<file path="src/rtl/epsf_pkg.sv">
// ----------------------------------------------------------------------------
// epsf_pkg
// Shared constants, width helpers and state encoding for the equal partition
// subset finder.
// ----------------------------------------------------------------------------
`default_nettype none

package epsf_pkg;

  localparam int MAX_ITEMS_D = 32;
  localparam int SIZE_BITS_D = 8;
  localparam int WORD_BITS_D = 64;

  localparam int CMD_DEPTH = 2;
  localparam int RES_DEPTH = 4;

  typedef enum logic [2:0] {
    ST_IDLE,
    ST_UPD,
    ST_FIN_RD,
    ST_FIN_CHK,
    ST_BT_RD,
    ST_BT_CHK
  } back_state_t;

  function automatic int cnt_w(input int max_items);
    return $clog2(max_items + 1);
  endfunction

  function automatic int tot_w(input int max_items, input int size_bits);
    return $clog2(max_items * ((1 << size_bits) - 1) + 1);
  endfunction

  // size, row, update, last, count, total, overflow
  function automatic int cmd_w(input int max_items, input int size_bits);
    return size_bits + 2 * cnt_w(max_items) + 3 + tot_w(max_items, size_bits);
  endfunction

  // found, is_member, size, index, overflow, last
  function automatic int res_w(input int max_items, input int size_bits);
    return size_bits + cnt_w(max_items) + 4;
  endfunction

endpackage

`default_nettype wire

</file>
<file path="src/rtl/epsf_front.sv">
// ----------------------------------------------------------------------------
// epsf_front
// Accepts item sizes, tracks count, running total and overflow per set, and
// issues one command per item to the back end.
// ----------------------------------------------------------------------------
`default_nettype none

module epsf_front import epsf_pkg::*; #(
  parameter int MAX_ITEMS = MAX_ITEMS_D,
  parameter int SIZE_BITS = SIZE_BITS_D
) (
  input  wire logic                                   clk,
  input  wire logic                                   rst,
  input  wire logic                                   push,
  input  wire logic                                   cmd_full,
  input  wire logic [SIZE_BITS-1:0]                   item_size,
  input  wire logic                                   last,
  output logic                                        cmd_push,
  output logic [cmd_w(MAX_ITEMS, SIZE_BITS)-1:0]      cmd_data
);

  localparam int CW = cnt_w(MAX_ITEMS);
  localparam int TW = tot_w(MAX_ITEMS, SIZE_BITS);

  logic [CW-1:0] item_count;
  logic [TW-1:0] running_total;
  logic          overflow_flag;

  logic          upd;
  logic [CW-1:0] cnt_next;
  logic [TW-1:0] total_next;
  logic          ovf_next;

  assign cmd_push   = push && !cmd_full;
  assign upd        = (item_count < CW'(MAX_ITEMS));
  assign cnt_next   = upd ? item_count + 1'b1 : item_count;
  assign total_next = upd ? running_total + TW'(item_size) : running_total;
  assign ovf_next   = overflow_flag || !upd;
  assign cmd_data   = {item_size, item_count, upd, last, cnt_next, total_next, ovf_next};

  always_ff @(posedge clk) begin
    if (rst) begin
      item_count    <= '0;
      running_total <= '0;
      overflow_flag <= 1'b0;
    end else if (cmd_push) begin
      if (last) begin
        item_count    <= '0;
        running_total <= '0;
        overflow_flag <= 1'b0;
      end else begin
        item_count    <= cnt_next;
        running_total <= total_next;
        overflow_flag <= ovf_next;
      end
    end
  end

endmodule

`default_nettype wire

</file>
<file path="config.mk">
export PLATFORM = sky130hd
export DESIGN_NAME = epsf_front
export DESIGN_NICKNAME = d
export VERILOG_FILES = /design/src/rtl/epsf_pkg.sv /design/src/rtl/epsf_front.sv
export SDC_FILE = /design/constraint.sdc
export NUM_CORES = 1
export LEC_CHECK = 0
export BUFFER_PORTS_ARGS = -buffer_cell sky130_fd_sc_hd__buf_4
export CORE_ASPECT_RATIO = 1.75
export CORE_MARGIN = 2
export CORE_UTILIZATION = 50
export DETAILED_ROUTE_END_ITERATION = 8
export PLACE_DENSITY = 0.88
export SETUP_SLACK_MARGIN = 0.02
export SYNTH_ARGS = -nofsm -noshare
export SYNTH_HDL_FRONTEND = slang
export SYNTH_SLANG_ARGS = --single-unit
</file>
<file path="constraint.sdc">
create_clock -name clk -period 2.7 [get_ports clk]
set_input_delay 0.54 -clock clk [delete_from_list [all_inputs] [get_ports clk]]
set_output_delay 0.54 -clock clk [all_outputs]
set_load 0.02 [all_outputs]
</file>
==> results.md <==
* Clock tree root buffer cell: clkbuf_8
* CTS max path bufs at 2
* Synthesized net count at 201
* Initial DRC count at 33
* WP buf/inv at 3
* Final nets at 252
* Count of final max-slew check failures at 0
* Share of the synthesized area in the top cell type at 26.9%
* CP top delay family: compound AO/OA/AOI/OAI gates
* DP HPWL at 2.83 mm
* Crit-path cells: buf_6 > ha_4 > inv_2 > fa_2 > and2b_1 > o2111a_2 > o211a_4 > o21a_1 > xor2_2 > buf_4
* H-tree depth at 1
* Placed insts at 247
* Final GP Congestion at 0.878
* Congestion Overflow GR at 0
* CP required at 2.16 ns
* VDD IR max at 376 uV
* First-pass detailed-route iteration total at 4
* Startpoint types: input pin
* Most frequent cells in the layout: buf_4 (62), dfxtp_1 (19), nor2_1 (16)
* Met2 routed WL at 2.15 mm
* Final setup fails at 5
* Psw at 215 uW
* Fin. Hold Viols at 0
* Slowest CP cell: o2111a_2
* Worst Skew at 0.00155 ns
* Area Overhead vs Synth at 41.8%
* Vias at 1,496
* Status: finished, violations left
* Fin util at 72.9%
* Largest net degree at the start of global routing at 21
* Leading area contributor after synthesis: dfxtp_1
* N_diodes at 0
* Logic pwr share at 24.9%
* Starting density of the core at 51.4%
* Antenna violations before repair at 0
* Share of post-route cells with drive strength above 1 at 41.7%
* Min Clock Period, post-route at 2.84 ns
* Core Area at 0.00290 sq mm
* Hold WC Path Type: reg -> reg
* Final period utilization at 105%
* Seq/Total Area, Yosys at 26.9%
* ANT nets after route at 0
* Commonest non-fill, non-tap cell in the layout: buf_4
* Max Freq at 0.352 GHz
* Cts bufs inserted at 3
* Hold Buf Count CTS at 0
* Ys async rst share at 0%
* Routed wl met3 at 115 microns
* First-pass GRT wire length at 6.17 mm
* Syn. warnings at 0
* Boundary Pins at 50
* Die X at 45.3 microns
* Critical Path Sink Type: output pin
* Pint at 590 uW
* Clock latency on the worst-skew pair at 0.26 ns
* Highest Signal Layer: met4
* Area of the mapped netlist at 0.00149 sq mm
* CTS tree: built
* PwrDens at 381 mW/mm^2
* EDFF count, synth at 0
* Switching Share at 26.7%
* Max cap viols at 0
* Final WL at 3.87 mm
* Ys flop type: dfxtp_1
* Clock power frac at 37.1%
* Met1 WL at 1.56 mm
* Port bufs at 49
* Final setup margin at -0.143 ns
* Row count at 26
* #FFs+latches synth at 20
* Crit Path Max Fanout at 4
* RSZ-0062 raised after global routing: true
* Via count of the first global-routing pass at 1,406
* Post-Syn Instances at 178
* Die Area at 0.00345 sq mm
* Failing checks: setup timing
* Via/cell ratio at 5.84
* Slowest stage delay, CP at 0.28 ns
* Critical path arrival at 2.30 ns
* Distinct cells, synth at 45
* GRT Overall Usage at 23.0%
* Lkg Pwr at 0.000974 uW
* Top post-synthesis cells by area: dfxtp_1 (27%), ha_1 (7.6%), buf_4 (5.5%), xnor2_1 (5.3%), a22oi_1 (4.0%)
* Post-Layout Cell Count at 256
* Residual DRC count at 0
* Slew @ Worst Pin at 0.589 ns
* Clock sinks at 20
* Avg Cell Area, Syn at 8.36 sq um
* Worst rel slew slack at 60.6%
* Chip height at 76.2 microns
* Flop pwr share at 37.9%
* Crit path kind: in -> out
* WL/cell at 15.1 microns
* Clk slew on worst S/H paths at 0.08 ns
[power by group through the flow]
stage | Clock (uW) | Sequential (uW) | Combinational, uW
global placement | 0 | 312 | 182
floorplan | 0 | 312 | 117
finish | 299 | 305 | 201
detailed placement | 0 | 312 | 185
global route | 312 | 306 | 216
CTS | 301 | 306 | 188
[through the flow]
stage	total power, uW	hold slack (ns)	setup slack (ns)	TNS [ns]	cell area (sq um)
finish	805	0.488	-0.143	-0.450	2110
global route	834	0.557	-0.190	-0.725	2110
CTS	795	0.493	-0.191	-0.736	1990
detailed placement	497	0.475	-0.230	-0.958	1880
global placement	494	0.459	-0.207	-0.796	1880
floorplan	428	0.448	0.0130	0	1510
[Yosys cell counts (4+ instances only)]
master and number:
dfxtp_1 20, nor2_1 16, nand2_1 13, buf_4 11, ha_1 9, xnor2_1 9, a22oi_1 8, o21ai_0 8
clkbuf_1 7, inv_1 6, nor3_1 6, nand3_1 5, a32o_1 4, mux2_2 4, nand2b_1 4, o21a_1 4
xor2_1 4
[what timing repair did]
| item | CTS | global route |
|---|---|---|
| pin swaps | 5 | 9 |
| endpoints found under the hold margin | 0 | 0 |
| endpoints found under the setup margin | 8 | 9 |
| setup buffers | 2 | 3 |
| gates resized for setup | 6 | 18 |
[area by class of cell]
class	instances	area [sq um]
flip-flops and latches	20	404
fillers	205	785
clock buffers	3	41.3
multi-input cells	133	1080
inverters	6	22.5
well taps	28	35.0
repair buffers	65	499
clock inverters	1	30.0
[worst min-delay path: stages, from the launching register on]
cell       delay (ns)
dfxtp_1          0.33
a2bb2oi_1        0.06
nor2_1           0.07
[metal layers]
| layer | global-route usage (%) | vias to the layer above |
|---|---|---|
| met5 | 0 | - |
| met4 | 8.53 | 0 |
| met3 | 1.42 | 4 |
| met2 | 40.4 | 42 |
| met1 | 27.5 | 710 |
| li1 | - | 740 |
[cells by family after synthesis]
kind of cell,after synthesis,synth area share (%)
xor+xnor,13,7.65
buf+inv,25,9.08
compound gates,48,25.1
fa+ha+maj,10,8.91
flops,20,26.9
mux,5,3.70
simple gates,57,18.7
[sequential cells by signal, indices dropped and copies added (netlist names)]
| signal | cells |
|---|---|
| overflow_flag | 1 |
| item_count | 6 |
| running_total | 13 |
[worst paths after layout]
path | cells after the start | startpoint | slack [ns] | endpoint
min | 2 | overflow_flag | 0.49 | overflow_flag
max | 10 | item_size[0] | -0.14 | cmd_data[13]
max reg2reg | 10 | running_total[0] | 0.37 | running_total[10]
min reg2reg | 2 | overflow_flag | 0.49 | overflow_flag
No activity file was read; power rests on OpenSTA's default activity.
