### src/rtl/epsf_fifo.sv
// ----------------------------------------------------------------------------
// epsf_fifo
// Small register queue with full/empty flags.
// ----------------------------------------------------------------------------
`default_nettype none

module epsf_fifo #(
  parameter int WIDTH = 8,
  parameter int DEPTH = 2
) (
  input  wire logic             clk,
  input  wire logic             rst,
  input  wire logic             wr_en,
  input  wire logic [WIDTH-1:0] wr_data,
  output logic                  full,
  input  wire logic             rd_en,
  output logic [WIDTH-1:0]      rd_data,
  output logic                  empty
);

  localparam int PW = (DEPTH > 1) ? $clog2(DEPTH) : 1;
  localparam int NW = $clog2(DEPTH + 1);

  logic [WIDTH-1:0] slots [DEPTH];
  logic [PW-1:0]    wp;
  logic [PW-1:0]    rp;
  logic [NW-1:0]    used;
  logic             do_wr;
  logic             do_rd;

  assign full    = (used == NW'(DEPTH));
  assign empty   = (used == '0);
  assign do_wr   = wr_en && !full;
  assign do_rd   = rd_en && !empty;
  assign rd_data = slots[rp];

  always_ff @(posedge clk) begin
    if (do_wr) begin
      slots[wp] <= wr_data;
    end
  end

  always_ff @(posedge clk) begin
    if (rst) begin
      wp   <= '0;
      rp   <= '0;
      used <= '0;
    end else begin
      if (do_wr) begin
        wp <= (wp == PW'(DEPTH - 1)) ? '0 : wp + 1'b1;
      end
      if (do_rd) begin
        rp <= (rp == PW'(DEPTH - 1)) ? '0 : rp + 1'b1;
      end
      if (do_wr && !do_rd) begin
        used <= used + 1'b1;
      end else if (do_rd && !do_wr) begin
        used <= used - 1'b1;
      end
    end
  end

endmodule

`default_nettype wire

### config.mk
export PLATFORM = sky130hd
export DESIGN_NAME = epsf_fifo
export DESIGN_NICKNAME = d
export VERILOG_FILES = /design/src/rtl/epsf_fifo.sv
export SDC_FILE = /design/constraint.sdc
export NUM_CORES = 1
export LEC_CHECK = 0
export BUFFER_PORTS_ARGS = -buffer_cell sky130_fd_sc_hd__buf_4
export CAP_MARGIN = 10
export CORE_ASPECT_RATIO = 0.75
export CORE_MARGIN = 1.5
export CORE_UTILIZATION = 44
export DETAILED_ROUTE_END_ITERATION = 7
export PLACE_DENSITY = 0.75
export SETUP_SLACK_MARGIN = 0.2
export SLEW_MARGIN = 10
export SYNTH_ARGS = -nofsm -noshare
export SYNTH_HDL_FRONTEND = slang
export SYNTH_SLANG_ARGS = --single-unit
### constraint.sdc
create_clock -name clk -period 1.51 [get_ports clk]
set_input_delay 0.0755 -clock clk [delete_from_list [all_inputs] [get_ports clk]]
set_output_delay 0.0755 -clock clk [all_outputs]
set_load 0.005 [all_outputs]
==> metrics.yaml, run 1 <==
ys_ff_latch: 21
overflow: 0
yosys.area_share.adder_pct: 1.58
clock_skew_ps: 1.15
cp_max_fo: 3
gr-usage-all-layers_pct: 13.9
yosys_warnings: 0
clockBufferDepth: 2
finalCritPeriodShare_pct: 95.2
cap_viol_max_count: 0
slowest_stage: "dfxtp_4"
first_pass_iters: 4
clk-insertion-delay-late_ps: 300
arrival_ps: 1680
fin_tns_setup_ps: 0
core-area_um2: 1710
post-place-cells: 92
synth_top_family_by_area: "multiplexers"
irDropWorstVdd_mv: 1.11
critical_path_required_ps: 1750
gp_congestion: 0.846
die_h_um: 39.8
slowest_delay_ps: 380
syn_area_per_cell_um2: 15.9
postSynthCellCount: 50
slew_viol_final: 0
syn_nets: 63
tightestPinTransition_ps: 215
place_ws_ps: 47.8
hold-worst-slack_ps: 175
drtIter0Drc: 9
status: "complete, no violations"
cts.sinks: 21
antenna_found_initial: 0
crit_type: "reg -> reg"
die_area_um2: 2070
drive_gt1_share_pct: 55.2
fin_cells: 109
drc: 0
synth-simple-area-share_pct: 5.84
crit_family: "simple AND/OR/NAND/NOR gates"
start_kind: "flip-flop"
hpwlAfterDp_um: 788
p_leak_uw: 0.000497
cts_buffers: 3
worst_slack_ps: 73.0
cp_num_buf_inv: 0
holdCritPathClass: "in -> reg"
place_area_um2: 981
area_growth_syn_to_layout_pct: 53.5
grt_pass1_wl_mm: 1.84
htree_levels: 1
start_util_pct: 46.4
cts-root-buf: "clkbuf_4"
synth-compound-area-share_pct: 3.15
synthMuxAreaShare_pct: 11.4
synth_area_um2: 793
powerDensity_nw_per_um2: 1530
vias: 511
pin_count: 22
synth_xor_xnor_area_share_pct: 3.31
crit_chain: "nor2b_4, nor2_2, ha_4, xor2_1, or3_4, a21oi_2"
rows: 13
cts.clk_slew.worst_paths_ps: 110
setup_viol: 0
synth.distinct_cells: 13
yosysSeqAreaShare_pct: 73.2
slew_headroom_pct: 85.5
fmax_ghz: 0.696
diodes: 0
ant_nets: 0
layout.nets: 101
grt_pass1_vias: 423
grt_max_degree: 13
period_needed_ps: 1440
finalHoldViolCount: 0
tritoncts: "done"
wl_per_cell_um: 12.7
routed_wl_mm: 1.39
rsz0062_at_grt: "yes"
die_w_um: 52.0
routed_via_density: 4.69
critPathCaptureType: "flip-flop"
fin_area_um2: 1220
fillCellCount: 113
io_buffers: 21
==> cell usage in the layout (no fill, tap or decap), drive strengths merged, types with 2 or more instances in the layout <==
master	synthesis	layout
o21ai	3	3
dlygate4sd3	0	9
clkbuf	0	3
inv	2	2
nor2	5	5
dfxtp	5	5
edfxtp	16	16
a21oi	2	2
mux2	8	8
or3	2	2
xor2	3	3
buf	1	25
==> layout make-up <==
cell class              instances  area (um2)  share of cell area (%)
clock buffers                   3        22.5                    1.85
clock inverters                 1        5.00                   0.411
inverters                       2        10.0                   0.822
multi-input cells              26         264                    21.7
flip-flops and latches         21         592                    48.6
well taps                      22        27.5                    2.26
repair buffers                 34         297                    24.4
==> per-stage QoR <==
step / utilization [%] / total power, uW
2_1_floorplan: - / 1110
3_3_place_gp: 57.4 / 1310
3_5_place_dp: 57.4 / 1320
4_1_cts: 66.5 / 1680
5_1_grt: 71.3 / 1960
6_report: 71.3 / 1860
==> cells by family after synthesis <==
kind of cell / after synthesis
AOI/OAI and AO/OA: 5
and+or+nand+nor: 9
adders and majority gates: 1
buffers and inverters: 3
xor gates and xnor gates: 3
muxes: 8
DFF: 21
==> worst register-to-register path: stages, from the launching register on <==
cell     delay (ps)
dfxtp_4         380
nor2b_4         160
nor2_2           70
ha_4            150
xor2_1          150
or3_4           330
a21oi_2         140
==> synthesized netlist by cell type, drive strengths merged <==
master,number,area [um2]
mux2,8,90.1
o21ai,3,15.0
buf,1,5.00
xor2,3,26.3
nor2,5,18.8
ha,1,12.5
or3,2,12.5
a21oi,2,10.0
edfxtp,16,480
nor2b,1,8.76
and2,1,6.26
inv,2,7.51
dfxtp,5,100
==> per-layer routing <==
metal  vias to the layer above  routed length (um)  GRT usage (%)
met3                         0                  62           5.73
met1                       243                 559           15.1
met4                         0                   0           3.95
met2                        14                 767           25.3
met5                         -                   0              0
li1                        254                   -              -
==> power breakdown <==
part | leakage, uW | internal [uW] | switching [uW]
clock network | 0.0000177 | 98.7 | 165
logic | 0.000287 | 473 | 262
registers | 0.000193 | 758 | 100
==> path summary, 6_finish.rpt <==
check,depth (start not counted),slack (ps),startpoint,end
worst max register to register,6,70,used[1]$_SDFFE_PP0P_,used[1]$_SDFFE_PP0P_
worst min-delay path,4,180,rd_en,rp$_SDFFE_PP0P_
worst min register to register,2,530,wp$_SDFFE_PP0N_,wp$_SDFFE_PP0N_
worst max-delay path,6,70,used[1]$_SDFFE_PP0P_,used[1]$_SDFFE_PP0P_
==> timing repair <==
| item | CTS | global route |
|---|---|---|
| setup endpoints to repair | 25 | 26 |
| setup buffers | 3 | 1 |
| pin swaps | 1 | 2 |
| hold buffers | 9 | 0 |
| endpoints found under the hold margin | 21 | 0 |
| gates resized for setup | 7 | 19 |
==> sequential cells by signal (all words and copies together), names as in the netlist, named ones only <==
name and flops:
rp 1, wp 1, used 2, slots 16
(Power assumes the default switching activity.)
==> run 2, diff against run 1 <==
--- a/config.mk
+++ b/config.mk
@@ -7,10 +7,10 @@
 export LEC_CHECK = 0
 export BUFFER_PORTS_ARGS = -buffer_cell sky130_fd_sc_hd__buf_4
 export CAP_MARGIN = 10
-export CORE_ASPECT_RATIO = 0.75
 export CORE_MARGIN = 1.5
 export CORE_UTILIZATION = 44
 export DETAILED_ROUTE_END_ITERATION = 7
+export GPL_TIMING_DRIVEN = 0
 export PLACE_DENSITY = 0.75
 export SETUP_SLACK_MARGIN = 0.2
 export SLEW_MARGIN = 10
==> run 2 against run 1 <==
Net effect: clock power shrank 2%; maximum frequency grew 1.6%; routed wire length grew 3.6%; power is 1.3% higher; sequential power is 4.4% lower; combinational power is 9.1% higher; hold slack improved by 19 ps; die area down 0.13%; global-route usage is 2.5 points higher; core utilization is 1.8 points higher; critical path depth is 1 lower; flip-flop and latch count unchanged; largest cell class unchanged; largest power group unchanged.
==> metrics.yaml, run 2 (synthesis results as in run 1) <==
routed_wl_mm: 1.44  # +3.6%
first_pass_iters: 2  # -2
area_growth_syn_to_layout_pct: 57.3
regToRegEndpoint: "used[1]$_SDFFE_PP0P_"
io_buffers: 21  # unchanged
ff2ff_setup_slack_ps: 100  # +20 ps
min_to: "wp$_SDFFE_PP0N_"
grt_pass1_wl_mm: 2.26  # +22%
htree_levels: 1  # unchanged
die_w_um: 45.5  # -13%
drtIter0Drc: 4  # -5
critical_path_required_ps: 1740  # about the same
start_kind: "flip-flop"
powerDensity_nw_per_um2: 1510  # -1.2%
largest_register_ffs: 16  # unchanged
p_int_uw: 1360  # +2.1%
grt_pass1_vias: 536  # +27%
layout_commonest_cell: "buf_4"
slew_viol_final: 0  # unchanged
arrival_ps: 1640  # -40 ps
slew_headroom_pct: 86.7  # +1.2 points
top_register: "slots"
routed_via_density: 4.62  # -1.5%
cts.clk_slew.worst_paths_ps: 110  # about the same
gr-usage-all-layers_pct: 16.4  # +2.5 points
cap_viol_max_count: 0  # unchanged
hp-start: "wr_en"
period_needed_ps: 1410  # -22.2 ps
ant_nets: 0  # unchanged
drive_gt1_share_pct: 52.3  # -2.9 points
power_frac_comb_pct: 42.6  # +3.0 points
final_cell_mix: "buf_4 (17), edfxtp_1 (16), dlygate4sd3_1 (9)"
status: "complete, no violations"
start_util_pct: 46.4  # unchanged
fmax_ghz: 0.707  # +1.6%
vias: 522  # +2.2%
top_regs: "slots (16), used (2)"
cts_buffers: 3  # unchanged
holdCritPathClass: "in -> reg"
power_frac_clock_pct: 13.8  # -0.4 points
pin_count: 22  # unchanged
core-area_um2: 1710  # unchanged
cts-root-buf: "clkbuf_4"
diodes: 0  # unchanged
rr_worst_depth: 5  # -1
busiest_layer: "met2"
fin_tns_setup_ps: 0  # unchanged
post-place-cells: 96  # +4.3%
cts.sinks: 21  # unchanged
clock_skew_ps: 0.889  # -0.264 ps
wl_per_cell_um: 12.7  # about the same
sw_frac_of_total_pct: 27.8  # -0.59 points
layout.nets: 102  # +0.99%
globalRouteMet2Util_pct: 30.4  # +5.1 points
antenna_found_initial: 0  # unchanged
overflow: 0  # unchanged
drc: 0  # unchanged
clockBufferDepth: 2  # unchanged
rows: 15  # +2
regToRegStartpoint: "used[1]$_SDFFE_PP0P_"
p_leak_uw: 0.000505  # +1.6%
seqPwrFrac_pct: 43.6  # -2.6 points
tightestPinTransition_ps: 199  # -15.3 ps
setup_viol: 0  # unchanged
tritoncts: "done"
grt_max_degree: 12  # -1
met3_usage_pct: 3.57  # -2.2 points
finalCritPeriodShare_pct: 93.7  # -1.5 points
finalHoldViolCount: 0  # unchanged
die_area_um2: 2070  # -0.13%
fin_cells: 113  # +3.7%
min_delay_path_depth: 4  # unchanged
cp_max_fo: 5  # +2
critPathCaptureType: "flip-flop"
met1_usage_pct: 16.0  # +0.83 points
irDropWorstVdd_mv: 1.05  # -5.2%
gp_congestion: 0.635  # -25%
rsz0062_at_grt: "yes"
die_h_um: 45.5  # +14%
clk-insertion-delay-late_ps: 290  # about the same
power.net_switching_uw: 523  # -0.83%
crit_type: "reg -> reg"
-- run 2: cell type report --
class | count | area [um2]
flip-flops and latches | 21 | 589
well taps | 25 | 31.3
clock buffers | 4 | 26.3
multi-input cells | 26 | 268
fillers | 126 | 460
inverters | 2 | 10.0
repair buffers | 34 | 308
plain buffers | 1 | 15.0
-- run 2: power by group through the flow --
stage	logic [uW]	clock network, uW	registers (uW)
floorplan	310	0	797
global placement	511	0	805
detailed placement	525	0	810
CTS	687	264	814
global route	864	286	832
finish	802	259	820
-- run 2: worst max path at each step --
stage          cells past startpoint              endpoint  slack [ps]                  from
2_1_floorplan                      5  used[1]$_SDFFE_PP0P_         140  used[1]$_SDFFE_PP0P_
3_3_place_gp                       5  used[1]$_SDFFE_PP0P_         100  used[1]$_SDFFE_PP0P_
3_5_place_dp                       5  used[1]$_SDFFE_PP0P_          70  used[1]$_SDFFE_PP0P_
4_1_cts                            6  used[1]$_SDFFE_PP0P_          80  used[1]$_SDFFE_PP0P_
5_1_grt                            6  used[1]$_SDFFE_PP0P_          40  used[1]$_SDFFE_PP0P_
6_report                           5  used[1]$_SDFFE_PP0P_         100  used[1]$_SDFFE_PP0P_
-- run 2: what timing repair did --
item	CTS	global route
pin swaps	3	4
endpoints found under the hold margin	21	0
endpoints found under the setup margin	25	23
hold buffers	9	0
buffers inserted	2	2
resized for setup	19	12
-- run 2: per-layer routing --
metal | share of wire, % | routed length (um) | up-vias
li1 | - | - | 258
met1 | 38 | 542 | 244
met2 | 55 | 797 | 16
met3 | 4.3 | 62 | 4
met4 | 2.5 | 36 | 0
met5 | 0 | 0 | -
-- run 2: critical path: stages, from the launching register on --
cell and delay, ps:
dfxtp_4 370, buf_4 140, o21ai_4 160, ha_4 220, or3_1 330, a21oi_1 130
-- run 2: through the flow --
stage	hold WS, ps	cell area [um2]	setup WS (ps)	util [%]	power [uW]
CTS	158	1180	81.4	69.4	1770
global route	205	1250	36.0	73.0	1980
detailed placement	266	990	70.4	57.9	1340
finish	194	1250	95.2	73.0	1880
floorplan	137	801	138	-	1110
global placement	262	990	99.8	57.9	1320
==> run 3, diff against run 2 <==
--- a/config.mk
+++ b/config.mk
@@ -12,6 +12,7 @@
 export DETAILED_ROUTE_END_ITERATION = 7
 export GPL_TIMING_DRIVEN = 0
 export PLACE_DENSITY = 0.75
+export REMOVE_ABC_BUFFERS = 1
 export SETUP_SLACK_MARGIN = 0.2
 export SLEW_MARGIN = 10
 export SYNTH_ARGS = -nofsm -noshare
==> run 3 against run 2 <==
Net effect: flip-flop and latch count stayed put; sequential share of layout area grew 0.92 points; combinational power down 4.6%; hold slack better by 10 ps; register-to-register slack worse by 40 ps; clock skew is 3.7 ps higher; first-iteration DRC count grew 100%; non-clock buffer count up 1; clock power decreased by 3%; power shrank 1.1%; sequential power grew 3.0%; global-route usage fell by 0.88 points; critical path type unchanged; largest cell class unchanged; largest power group unchanged.
==> metrics.yaml, run 3 (synthesis results as in run 1) <==
layout_commonest_cell: "buf_4"
io_buffers: 21  # unchanged
power.net_switching_uw: 527  # +0.68%
vias: 534  # +2.3%
cp_max_fo: 3  # -2
ff2ff_setup_slack_ps: 50  # -40 ps
p_int_uw: 1330  # -1.7%
drc: 0  # unchanged
cts.sinks: 21  # unchanged
slowest_stage: "or3_4"
layout.nets: 103  # +0.98%
grt_max_degree: 12  # unchanged
finalHoldViolCount: 0  # unchanged
clk-insertion-delay-late_ps: 280  # about the same
tritoncts: "done"
arrival_ps: 1680  # +40 ps
holdCritPathClass: "in -> reg"
first_pass_iters: 4  # +2
fmax_ghz: 0.686  # -2.9%
cts.clk_slew.worst_paths_ps: 100  # about the same
overflow: 0  # unchanged
seqPwrFrac_pct: 45.4  # +1.8 points
slew_headroom_pct: 85.9  # -0.80 points
place_ws_ps: -55.0  # -125 ps
regToRegEndpoint: "used[1]$_SDFFE_PP0P_"
routed_wl_mm: 1.60  # +11%
antenna_found_initial: 0  # unchanged
cts_buffers: 3  # unchanged
seq_area_um2: 589  # unchanged
fillCellCount: 131  # +4.0%
rr_worst_depth: 5  # unchanged
powerDensity_nw_per_um2: 1520  # +0.85%
start_kind: "flip-flop"
hp-start: "rd_en"
p_leak_uw: 0.000497  # -1.5%
die_w_um: 45.5  # unchanged
top_register: "slots"
tightestPinTransition_ps: 210  # +10.5 ps
regToRegStartpoint: "used[1]$_SDFFE_PP0P_"
wl_per_cell_um: 14.1  # +10%
start_util_pct: 46.4  # unchanged
htree_levels: 1  # unchanged
crit_type: "reg -> reg"
core-area_um2: 1710  # unchanged
power_frac_clock_pct: 13.5  # -0.3 points
largest_register_ffs: 16  # unchanged
crit_chain: "nor2b_4, nor2_2, ha_4, or3_4, a21oi_2"
diodes: 0  # unchanged
cts-root-buf: "clkbuf_4"
cap_viol_max_count: 0  # unchanged
area_growth_syn_to_layout_pct: 54.3
irDropWorstVdd_mv: 0.986  # -6.4%
clock_skew_ps: 4.62  # +3.73 ps
grt_pass1_vias: 505  # -5.8%
gp_congestion: 0.614  # -3.3%
pin_count: 22  # unchanged
critPathCaptureType: "flip-flop"
status: "complete, no violations"
rows: 15  # unchanged
die_area_um2: 2070  # unchanged
power_uw: 1860  # -1.1%
multiInputGateArea_um2: 265  # -0.93%
clockBufferDepth: 2  # unchanged
setup_viol: 0  # unchanged
utilization_pct: 71.6  # -1.4 points
finalCritPeriodShare_pct: 96.5  # +2.8 points
drive_gt1_share_pct: 56.2  # +3.9 points
period_needed_ps: 1460  # +42.8 ps
gr-usage-all-layers_pct: 15.5  # -0.88 points
drtIter0Drc: 8  # +4
ant_nets: 0  # unchanged
power_frac_comb_pct: 41.1  # -1.5 points
min_delay_path_depth: 4  # unchanged
post-place-cells: 95  # -1.0%
worst_slack_ps: 52.4  # -42.8 ps
critical_path_required_ps: 1730  # about the same
routed_via_density: 4.68  # +1.4%
fin_cells: 114  # +0.88%
slowest_delay_ps: 370  # about the same
final_cell_mix: "buf_4 (26), edfxtp_1 (16), dlygate4sd3_1 (9)"
slew_viol_final: 0  # unchanged
sw_frac_of_total_pct: 28.3  # +0.49 points
top_regs: "slots (16), used (2)"
rsz0062_at_grt: "yes"
die_h_um: 45.5  # unchanged
grt_pass1_wl_mm: 2.12  # -6.1%
-- run 3: area by class of cell --
cell class | count | share of cell area, %
flip-flops and latches | 21 | 48.2
repair buffers | 36 | 24.2
well taps | 25 | 2.56
multi-input cells | 26 | 21.7
clock buffers | 4 | 2.15
inverters | 2 | 1.23
-- run 3: critical path, delay by kind of cell, from the launching register on --
kind	cells	cell delay (ps)
flops	1	350
compound gates	1	130
fa+ha+maj	1	230
simple gates	3	680
-- run 3: worst max-delay path by stage --
stage	endpoint	cells past startpoint	slack, ps	startpoint
after floorplan	used[1]$_SDFFE_PP0P_	4	50	used[0]$_SDFFE_PP0P_
after global placement	used[1]$_SDFFE_PP0P_	4	-20	used[0]$_SDFFE_PP0P_
after detailed placement	used[1]$_SDFFE_PP0P_	4	-60	used[0]$_SDFFE_PP0P_
after CTS	used[1]$_SDFFE_PP0P_	5	100	used[1]$_SDFFE_PP0P_
after global routing	used[1]$_SDFFE_PP0P_	6	10	used[1]$_SDFFE_PP0P_
final	used[1]$_SDFFE_PP0P_	5	50	used[1]$_SDFFE_PP0P_
-- run 3: metrics by stage --
stage                     setup TNS (ps)  instance area, um2  hold WS [ps]
after floorplan                        0                 788           145
after global placement             -21.6                 977           262
after detailed placement           -55.0                 977           265
after CTS                              0                1140           139
after global routing                   0                1220           201
final                                  0                1220           205
-- run 3: power by group through the flow --
stage	Sequential, uW	Combinational [uW]	Clock (uW)
CTS	836	576	260
floorplan	806	274	0
global route	858	817	284
finish	845	765	251
global placement	822	463	0
detailed placement	828	479	0
-- run 3: layer usage --
| metal | wire, um | share of wire [%] | global-route usage (%) |
|---|---|---|---|
| met5 | 0 | 0 | 0 |
| met4 | 42 | 2.6 | 10.6 |
| met3 | 50 | 3.1 | 3.57 |
| met2 | 942 | 59 | 29.3 |
| met1 | 569 | 35 | 14.3 |
-- run 3: timing repair --
| action | CTS | global route |
|---|---|---|
| buffers inserted | 3 | 3 |
| gates resized for setup | 11 | 17 |
| cloned | 0 | 0 |
| pin swaps | 3 | 2 |
| endpoints found under the setup margin | 25 | 17 |
| endpoints found under the hold margin | 21 | 0 |
| hold buffers | 9 | 0 |
